==> src/rtl/sbsh_pkg.sv <==
package sbsh_pkg;

    localparam int WORD_W      = 32;
    localparam int BLOCK_WORDS = 16;
    localparam int WIN_AW      = $clog2(BLOCK_WORDS);
    localparam int ROUNDS      = 64;
    localparam int RND_W       = $clog2(ROUNDS);
    localparam int DIGEST_WORDS = 8;
    localparam int DIG_AW      = $clog2(DIGEST_WORDS);

    localparam logic [7:0]       PAD_MARK_BYTE = 8'h80;
    localparam logic [5:0]       FILL_LAST     = 6'd63;
    localparam logic [5:0]       FILL_LEN      = 6'd56;
    localparam logic [RND_W-1:0] RND_LAST      = RND_W'(ROUNDS - 1);
    localparam logic [DIG_AW-1:0] DIG_LAST     = DIG_AW'(DIGEST_WORDS - 1);

    localparam logic [WORD_W-1:0] INIT_HASH [DIGEST_WORDS] = '{
        32'h6a09e667, 32'hbb67ae85, 32'h3c6ef372, 32'ha54ff53a,
        32'h510e527f, 32'h9b05688c, 32'h1f83d9ab, 32'h5be0cd19
    };

    localparam logic [WORD_W-1:0] ROUND_K [ROUNDS] = '{
        32'h428a2f98, 32'h71374491, 32'hb5c0fbcf, 32'he9b5dba5,
        32'h3956c25b, 32'h59f111f1, 32'h923f82a4, 32'hab1c5ed5,
        32'hd807aa98, 32'h12835b01, 32'h243185be, 32'h550c7dc3,
        32'h72be5d74, 32'h80deb1fe, 32'h9bdc06a7, 32'hc19bf174,
        32'he49b69c1, 32'hefbe4786, 32'h0fc19dc6, 32'h240ca1cc,
        32'h2de92c6f, 32'h4a7484aa, 32'h5cb0a9dc, 32'h76f988da,
        32'h983e5152, 32'ha831c66d, 32'hb00327c8, 32'hbf597fc7,
        32'hc6e00bf3, 32'hd5a79147, 32'h06ca6351, 32'h14292967,
        32'h27b70a85, 32'h2e1b2138, 32'h4d2c6dfc, 32'h53380d13,
        32'h650a7354, 32'h766a0abb, 32'h81c2c92e, 32'h92722c85,
        32'ha2bfe8a1, 32'ha81a664b, 32'hc24b8b70, 32'hc76c51a3,
        32'hd192e819, 32'hd6990624, 32'hf40e3585, 32'h106aa070,
        32'h19a4c116, 32'h1e376c08, 32'h2748774c, 32'h34b0bcb5,
        32'h391c0cb3, 32'h4ed8aa4a, 32'h5b9cca4f, 32'h682e6ff3,
        32'h748f82ee, 32'h78a5636f, 32'h84c87814, 32'h8cc70208,
        32'h90befffa, 32'ha4506ceb, 32'hbef9a3f7, 32'hc67178f2
    };

    typedef struct packed {
        logic [7:0] data_byte;
        logic       byte_present;
        logic       end_of_message;
    } in_beat_t;

    typedef struct packed {
        logic [31:0] digest_word;
        logic [2:0]  word_number;
        logic        final_word;
    } out_beat_t;

    typedef enum logic [2:0] {
        ST_IDLE,
        ST_PAD_MARK,
        ST_PAD_ZERO,
        ST_PAD_LEN,
        ST_PREP,
        ST_ROUND,
        ST_FOLD,
        ST_EMIT
    } state_t;

    function automatic logic [31:0] rotr(input logic [31:0] x, input int unsigned r);
        return (x >> r) | (x << (32 - r));
    endfunction

    function automatic logic [31:0] big_sigma0(input logic [31:0] x);
        return rotr(x, 2) ^ rotr(x, 13) ^ rotr(x, 22);
    endfunction

    function automatic logic [31:0] big_sigma1(input logic [31:0] x);
        return rotr(x, 6) ^ rotr(x, 11) ^ rotr(x, 25);
    endfunction

    function automatic logic [31:0] small_sigma0(input logic [31:0] x);
        return rotr(x, 7) ^ rotr(x, 18) ^ (x >> 3);
    endfunction

    function automatic logic [31:0] small_sigma1(input logic [31:0] x);
        return rotr(x, 17) ^ rotr(x, 19) ^ (x >> 10);
    endfunction

endpackage

==> src/rtl/sha256_byte_stream_hasher.sv <==
// Channel  Direction  Payload     Beat
// s_       in         in_beat_t   one message byte, a finish mark, or both
// m_       out        out_beat_t  one digest word, eight per message
//
// A byte beat is taken only while idle; the beat that fills a 64-byte block is
// followed by a read setup step, 64 rounds of the shared round unit, a fold step.
// A finish pads one byte per cycle, pausing for each block compressed and once
// before the length field, then shows eight words, one per accepted beat.
// The message schedule window lives in a 16-word RAM with two read ports.
// Reset is synchronous on aresetn; m_ready may stall the digest words freely.
module sha256_byte_stream_hasher (
    input  logic                aclk,
    input  logic                aresetn,
    input  logic                s_valid,
    output logic                s_ready,
    input  sbsh_pkg::in_beat_t  s_data,
    output logic                m_valid,
    input  logic                m_ready,
    output sbsh_pkg::out_beat_t m_data
);

    import sbsh_pkg::*;

    state_t               state_reg, state_next;
    state_t               ret_reg, ret_next;
    logic [5:0]           fill_reg;
    logic [63:0]          len_reg;
    logic [23:0]          word_reg;
    logic [RND_W-1:0]     rnd_reg;
    logic [DIG_AW-1:0]    emit_reg;
    logic [WORD_W-1:0]    chain_reg [DIGEST_WORDS];
    logic [WORD_W-1:0]    v_reg [DIGEST_WORDS];
    logic [WORD_W-1:0]    x16_reg, w1_reg, w2_reg;

    logic                 push_en;
    logic [7:0]           push_byte;
    logic [63:0]          len_bits;
    logic [5:0]           len_pos;

    logic                 ram_we;
    logic [WIN_AW-1:0]    ram_waddr, ram_raddr_a, ram_raddr_b;
    logic [WORD_W-1:0]    ram_wdata, rd_a, rd_b;
    logic [RND_W-1:0]     rd_round;

    logic                 early_round;
    logic [WORD_W-1:0]    w_cur, t1, t2, ch, maj;

    sbsh_ram #(
        .WIDTH (WORD_W),
        .DEPTH (BLOCK_WORDS)
    ) u_window (
        .aclk    (aclk),
        .we      (ram_we),
        .waddr   (ram_waddr),
        .wdata   (ram_wdata),
        .raddr_a (ram_raddr_a),
        .raddr_b (ram_raddr_b),
        .rdata_a (rd_a),
        .rdata_b (rd_b)
    );

    assign len_bits = {len_reg[60:0], 3'b000};
    assign len_pos  = {~fill_reg[2:0], 3'b000};

    always_comb begin
        push_en   = 1'b0;
        push_byte = '0;
        case (state_reg)
            ST_IDLE: begin
                push_en   = s_valid && s_data.byte_present;
                push_byte = s_data.data_byte;
            end
            ST_PAD_MARK: begin
                push_en   = 1'b1;
                push_byte = PAD_MARK_BYTE;
            end
            ST_PAD_ZERO: begin
                push_en   = (fill_reg != FILL_LEN);
            end
            ST_PAD_LEN: begin
                push_en   = 1'b1;
                push_byte = len_bits[len_pos +: 8];
            end
            default: begin
                push_en   = 1'b0;
            end
        endcase
    end

    assign early_round = (rnd_reg < RND_W'(BLOCK_WORDS));
    assign w_cur = early_round ? rd_b
                               : x16_reg + small_sigma0(rd_a) + rd_b + small_sigma1(w2_reg);
    assign ch    = (v_reg[4] & v_reg[5]) ^ (~v_reg[4] & v_reg[6]);
    assign maj   = (v_reg[0] & v_reg[1]) ^ (v_reg[0] & v_reg[2]) ^ (v_reg[1] & v_reg[2]);
    assign t1    = v_reg[7] + big_sigma1(v_reg[4]) + ch + ROUND_K[rnd_reg] + w_cur;
    assign t2    = big_sigma0(v_reg[0]) + maj;

    assign rd_round    = (state_reg == ST_ROUND) ? rnd_reg + 1'b1 : '0;
    assign ram_raddr_a = rd_round[WIN_AW-1:0] + 1'b1;
    assign ram_raddr_b = (rd_round < RND_W'(BLOCK_WORDS))
                       ? rd_round[WIN_AW-1:0]
                       : rd_round[WIN_AW-1:0] + WIN_AW'(9);

    always_comb begin
        if (push_en) begin
            ram_we    = (fill_reg[1:0] == 2'd3);
            ram_waddr = fill_reg[5:2];
            ram_wdata = {word_reg, push_byte};
        end else begin
            ram_we    = (state_reg == ST_ROUND) && !early_round;
            ram_waddr = rnd_reg[WIN_AW-1:0];
            ram_wdata = w_cur;
        end
    end

    always_comb begin
        state_next = state_reg;
        ret_next   = ret_reg;
        case (state_reg)
            ST_IDLE: begin
                if (s_valid) begin
                    if (s_data.byte_present && fill_reg == FILL_LAST) begin
                        state_next = ST_PREP;
                        ret_next   = s_data.end_of_message ? ST_PAD_MARK : ST_IDLE;
                    end else if (s_data.end_of_message) begin
                        state_next = ST_PAD_MARK;
                    end
                end
            end
            ST_PAD_MARK: begin
                state_next = ST_PAD_ZERO;
                if (fill_reg == FILL_LAST) begin
                    state_next = ST_PREP;
                    ret_next   = ST_PAD_ZERO;
                end
            end
            ST_PAD_ZERO: begin
                if (fill_reg == FILL_LEN) begin
                    state_next = ST_PAD_LEN;
                end else if (fill_reg == FILL_LAST) begin
                    state_next = ST_PREP;
                    ret_next   = ST_PAD_ZERO;
                end
            end
            ST_PAD_LEN: begin
                if (fill_reg == FILL_LAST) begin
                    state_next = ST_PREP;
                    ret_next   = ST_EMIT;
                end
            end
            ST_PREP: begin
                state_next = ST_ROUND;
            end
            ST_ROUND: begin
                if (rnd_reg == RND_LAST) begin
                    state_next = ST_FOLD;
                end
            end
            ST_FOLD: begin
                state_next = ret_reg;
            end
            ST_EMIT: begin
                if (m_ready && emit_reg == DIG_LAST) begin
                    state_next = ST_IDLE;
                end
            end
            default: begin
                state_next = ST_IDLE;
            end
        endcase
    end

    always_comb begin
        s_ready             = (state_reg == ST_IDLE);
        m_valid             = (state_reg == ST_EMIT);
        m_data.digest_word  = chain_reg[emit_reg];
        m_data.word_number  = emit_reg;
        m_data.final_word   = (emit_reg == DIG_LAST);
    end

    always_ff @(posedge aclk) begin
        if (!aresetn) begin
            state_reg <= ST_IDLE;
            ret_reg   <= ST_IDLE;
            fill_reg  <= '0;
            len_reg   <= '0;
            rnd_reg   <= '0;
            emit_reg  <= '0;
            for (int i = 0; i < DIGEST_WORDS; i++) begin
                chain_reg[i] <= INIT_HASH[i];
            end
        end else begin
            state_reg <= state_next;
            ret_reg   <= ret_next;
            if (push_en) begin
                fill_reg <= fill_reg + 1'b1;
            end
            if (state_reg == ST_IDLE && s_valid && s_data.byte_present) begin
                len_reg <= len_reg + 1'b1;
            end
            case (state_reg)
                ST_PREP: begin
                    rnd_reg <= '0;
                end
                ST_ROUND: begin
                    rnd_reg <= rnd_reg + 1'b1;
                end
                ST_FOLD: begin
                    for (int i = 0; i < DIGEST_WORDS; i++) begin
                        chain_reg[i] <= chain_reg[i] + v_reg[i];
                    end
                end
                ST_EMIT: begin
                    if (m_ready) begin
                        emit_reg <= emit_reg + 1'b1;
                        if (emit_reg == DIG_LAST) begin
                            len_reg <= '0;
                            for (int i = 0; i < DIGEST_WORDS; i++) begin
                                chain_reg[i] <= INIT_HASH[i];
                            end
                        end
                    end
                end
                default: begin
                end
            endcase
        end
    end

    always_ff @(posedge aclk) begin
        if (push_en) begin
            word_reg <= {word_reg[15:0], push_byte};
        end
        if (state_reg == ST_PREP) begin
            for (int i = 0; i < DIGEST_WORDS; i++) begin
                v_reg[i] <= chain_reg[i];
            end
        end
        if (state_reg == ST_ROUND) begin
            v_reg[0] <= t1 + t2;
            v_reg[1] <= v_reg[0];
            v_reg[2] <= v_reg[1];
            v_reg[3] <= v_reg[2];
            v_reg[4] <= v_reg[3] + t1;
            v_reg[5] <= v_reg[4];
            v_reg[6] <= v_reg[5];
            v_reg[7] <= v_reg[6];
            x16_reg  <= rd_a;
            w2_reg   <= w1_reg;
            w1_reg   <= w_cur;
        end
    end

endmodule

==> src/rtl/sbsh_ram.sv <==
module sbsh_ram #(
    parameter int WIDTH = 32,
    parameter int DEPTH = 16
) (
    input  logic                     aclk,
    input  logic                     we,
    input  logic [$clog2(DEPTH)-1:0] waddr,
    input  logic [WIDTH-1:0]         wdata,
    input  logic [$clog2(DEPTH)-1:0] raddr_a,
    input  logic [$clog2(DEPTH)-1:0] raddr_b,
    output logic [WIDTH-1:0]         rdata_a,
    output logic [WIDTH-1:0]         rdata_b
);

    logic [WIDTH-1:0] mem [DEPTH];

    always_ff @(posedge aclk) begin
        if (we) begin
            mem[waddr] <= wdata;
        end
        rdata_a <= mem[raddr_a];
        rdata_b <= mem[raddr_b];
    end

endmodule

==> config.mk <==
export PLATFORM = sky130hd
export DESIGN_NAME = sha256_byte_stream_hasher
export DESIGN_NICKNAME = d
export VERILOG_FILES = /design/src/rtl/sbsh_pkg.sv /design/src/rtl/sha256_byte_stream_hasher.sv /design/src/rtl/sbsh_ram.sv
export SDC_FILE = /design/constraint.sdc
export NUM_CORES = 2
export LEC_CHECK = 0
export BUFFER_PORTS_ARGS = -buffer_cell sky130_fd_sc_hd__buf_2
export CORE_MARGIN = 4
export CORE_UTILIZATION = 58
export CTS_CLUSTER_SIZE = 14
export DETAILED_ROUTE_END_ITERATION = 8
export PLACE_DENSITY = 0.74
export SYNTH_ARGS = -nofsm -noshare
export SYNTH_HDL_FRONTEND = slang
export SYNTH_HIERARCHICAL = 1
export SYNTH_SLANG_ARGS = --single-unit
==> constraint.sdc <==
create_clock -name aclk -period 14.6 [get_ports aclk]
set_clock_uncertainty 0.1 [all_clocks]
set_input_delay 2.92 -clock aclk [delete_from_list [all_inputs] [get_ports aclk]]
set_output_delay 2.92 -clock aclk [all_outputs]
set_load 0.02 [all_outputs]
==> flow_summary.yaml <==
grt:
  grt_max_degree: 129
  grtUsageTotal_pct: 33.9
  grt_first_pass_wirelength_microns: 376000
  antenna_found_initial: 5
  grt_pass1_vias: 59500
  gr-total-overflow: 0
timing:
  drv_slew: 0
  tightest_slew_ns: 1.42
  period_share_pct: 78.2
  hold_viol: 0
  finalSetupTns_ns: 0
  fmax_mhz: 87.6
  finalSetupViolations: 0
  slew_headroom_pct: 4.67
  fin_crit_ns: 11.41
  rsz0062_at_grt: "false"
clock_tree:
  cts.path.max_buffers: 3
  cts_max_level: 4
  path_clk_slew_ns: 0.06
  insertion_delay_ns: 0.84
  cts_tree: "built"
  cts_buffers: 144
  cts_resized: 0
  cts.sinks: 1293
  post_cts_buffers: 0
  cts_hold_buffers: 0
  cts_root_buf: "clkbuf_16"
critical_path:
  cp_data_required_time_ns: 15.03
  worstSetupStartpointType: "flip-flop"
  end_kind: "flip-flop"
  cp_slowest_stage_delay_ns: 0.65
  worstSetupPathType: "reg -> reg"
  r2r_slack_ns: 3.19
  path_max_fanout: 6
  slowest_stage: "nor4_1"
  arrival_ns: 11.84
  crit_start: "u_window/rdata_a[8]"
  r2r_start: "u_window/rdata_a[8]"
synthesis:
  synth-seq-cells: 1293
  synthFlopType: "edfxtp_1"
  synth_area_leaders: "edfxtp_1 (37%), mux4_2 (9.3%), dfxtp_1 (6.7%)"
  synth_edf_count: 1016
  syn_inst: 7448
  synth_nets: 8072
  yosysSeqAreaShare_pct: 43.9
  avgSynthCellArea_sq_um: 11.0
  yosysWarnings: 6
  async_flop_share_pct: 0
  yosysTopAreaCell: "edfxtp_1"
  syn_area_sq_um: 82200
  synthDistinctLibCells: 86
  post-synth-top-area-fraction_pct: 37.1
cells_and_area:
  layout_common_cells: "edfxtp_1 (1016), nand2_1 (954), inv_1 (539), a21oi_1 (420), ha_1 (412)"
  nFillCells: 10900
  areaGrowthSynthToFinish_pct: 8.80
  antenna_cells: 0
  final_common_cell: "edfxtp_1"
  multiInputGateArea_sq_um: 42800
  final_layout_size_suffix_gt1_share_pct: 12.1
  largest_register_ff_count: 512
  layout.cells.non_filler: 9383
  register_area_sq_um: 36100
  nets: 8014
routing:
  num_vias: 61000
  finalWirelength_microns: 252000
  routedWlPerCell_microns: 26.9
  drt.antenna.violating_nets: 0
  firstDrtPassIters: 7
  drcViolationCount: 0
  vias_per_cell: 6.50
  first_iter_violations: 7761
floorplan:
  ios: 52
  start_util_pct: 58.7
  die_h_microns: 384
  die-area_sq_um: 148000
  dieWidth_microns: 384
  rows: 137
  coreArea_sq_um: 140000
outcome:
  status: "finished clean"
place:
  io_buffers: 51
  place_inst: 9120
  gp_congestion: 0.999
  dpl.hpwl_microns: 176000
run:
  cap_viol_max_count: 0
worst_hold_path:
  min-delay-start: "w1_reg[3]"
  min_path_type: "reg -> reg"
power_and_ir_drop:
  ir_drop_uv: 104
  power_density_nw_per_um2: 95.9
  p_leak_nw: 33.8
  finalPower_mw: 8.57
Yosys cell counts (11+ instances only):
cell / instances
inv_1: 545
buf_4: 18
buf_2: 20
a2111oi_0: 11
or3_1: 32
mux2i_1: 63
a21o_1: 205
o21bai_1: 57
a21oi_1: 421
a22oi_1: 130
a31oi_1: 36
nor2_1: 348
a211oi_1: 58
or2_2: 13
fa_1: 197
mux2_2: 100
nor3_1: 119
o21ai_0: 400
a21boi_0: 19
buf_1: 62
and3_1: 45
o22ai_1: 17
mux4_2: 339
nor2b_1: 56
o31ai_1: 25
nand4_1: 37
ha_1: 413
and2_1: 34
nand2b_1: 68
nand2_1: 956
edfxtp_1: 1016
nand3_1: 108
o21a_1: 47
xor2_1: 272
dfxtp_1: 277
clkbuf_1: 281
o211ai_1: 58
xnor2_1: 356
power breakdown:
part	switching, mW	total (mW)	internal, mW
logic	0.485	0.726	0.241
clock network	1.62	3.73	2.11
registers	0.0250	4.12	4.09
total	2.13	8.57	6.44
critical path: cells and delay by family (launching register included):
kind,cells,cell delay (ns)
adders and majority gates,10,4.16
AOI/OAI and AO/OA,18,3.70
and+or+nand+nor,6,1.08
xor gates and xnor gates,6,1.04
DFF,1,0.44
buffers and inverters,7,0.40
muxes,1,0.22
metrics by stage:
step | utilization, % | instance area, sq um | setup slack (ns) | hold WS (ns)
3_5_place_dp | 60.4 | 84500 | 3.42 | 0.305
3_3_place_gp | 60.4 | 84500 | 3.44 | 0.303
2_1_floorplan | - | 82200 | 4.29 | 0.300
6_report | 63.8 | 89400 | 3.19 | 0.306
4_1_cts | 63.8 | 89400 | 3.36 | 0.300
5_1_grt | 63.8 | 89400 | 2.43 | 0.317
layout make-up:
type / instances / share of cell area [%]
clock buffers: 195 / 4.40
clock inverters: 68 / 1.04
inverters: 548 / 2.33
repair buffers: 177 / 1.37
well taps: 1876 / 2.63
flip-flops and latches: 1293 / 40.4
multi-input cells: 5226 / 47.9
worst paths after layout:
check                               endpoint  depth (start not counted)
worst min-delay path               w2_reg[3]                          0
worst max register to register  v_reg[0][31]                         48
worst min register to register     w2_reg[3]                          0
worst max-delay path            v_reg[0][31]                         48
kinds of logic (layout without fill, tap and decap cells):
logic type / count (synthesis) / after routing / synth area share [%]
adder cells (fa/ha/maj): 615 / 615 / 11.1
flip-flops: 1293 / 1293 / 43.9
buffers and inverters: 929 / 988 / 4.36
AND/OR/NAND/NOR: 1871 / 1871 / 10.1
XOR/XNOR: 629 / 629 / 6.71
multiplexers: 502 / 502 / 11.4
AO/OA/AOI/OAI: 1609 / 1609 / 12.4
metal layers:
metal	track usage, %	vias to the layer above	wire length, microns
li1	-	26900	-
met3	8.19	546	29900
met1	48.2	30000	101000
met2	51.3	3585	112000
met4	12.0	6	9990
met5	0	-	39
No activity file was read; power rests on OpenSTA's default activity.
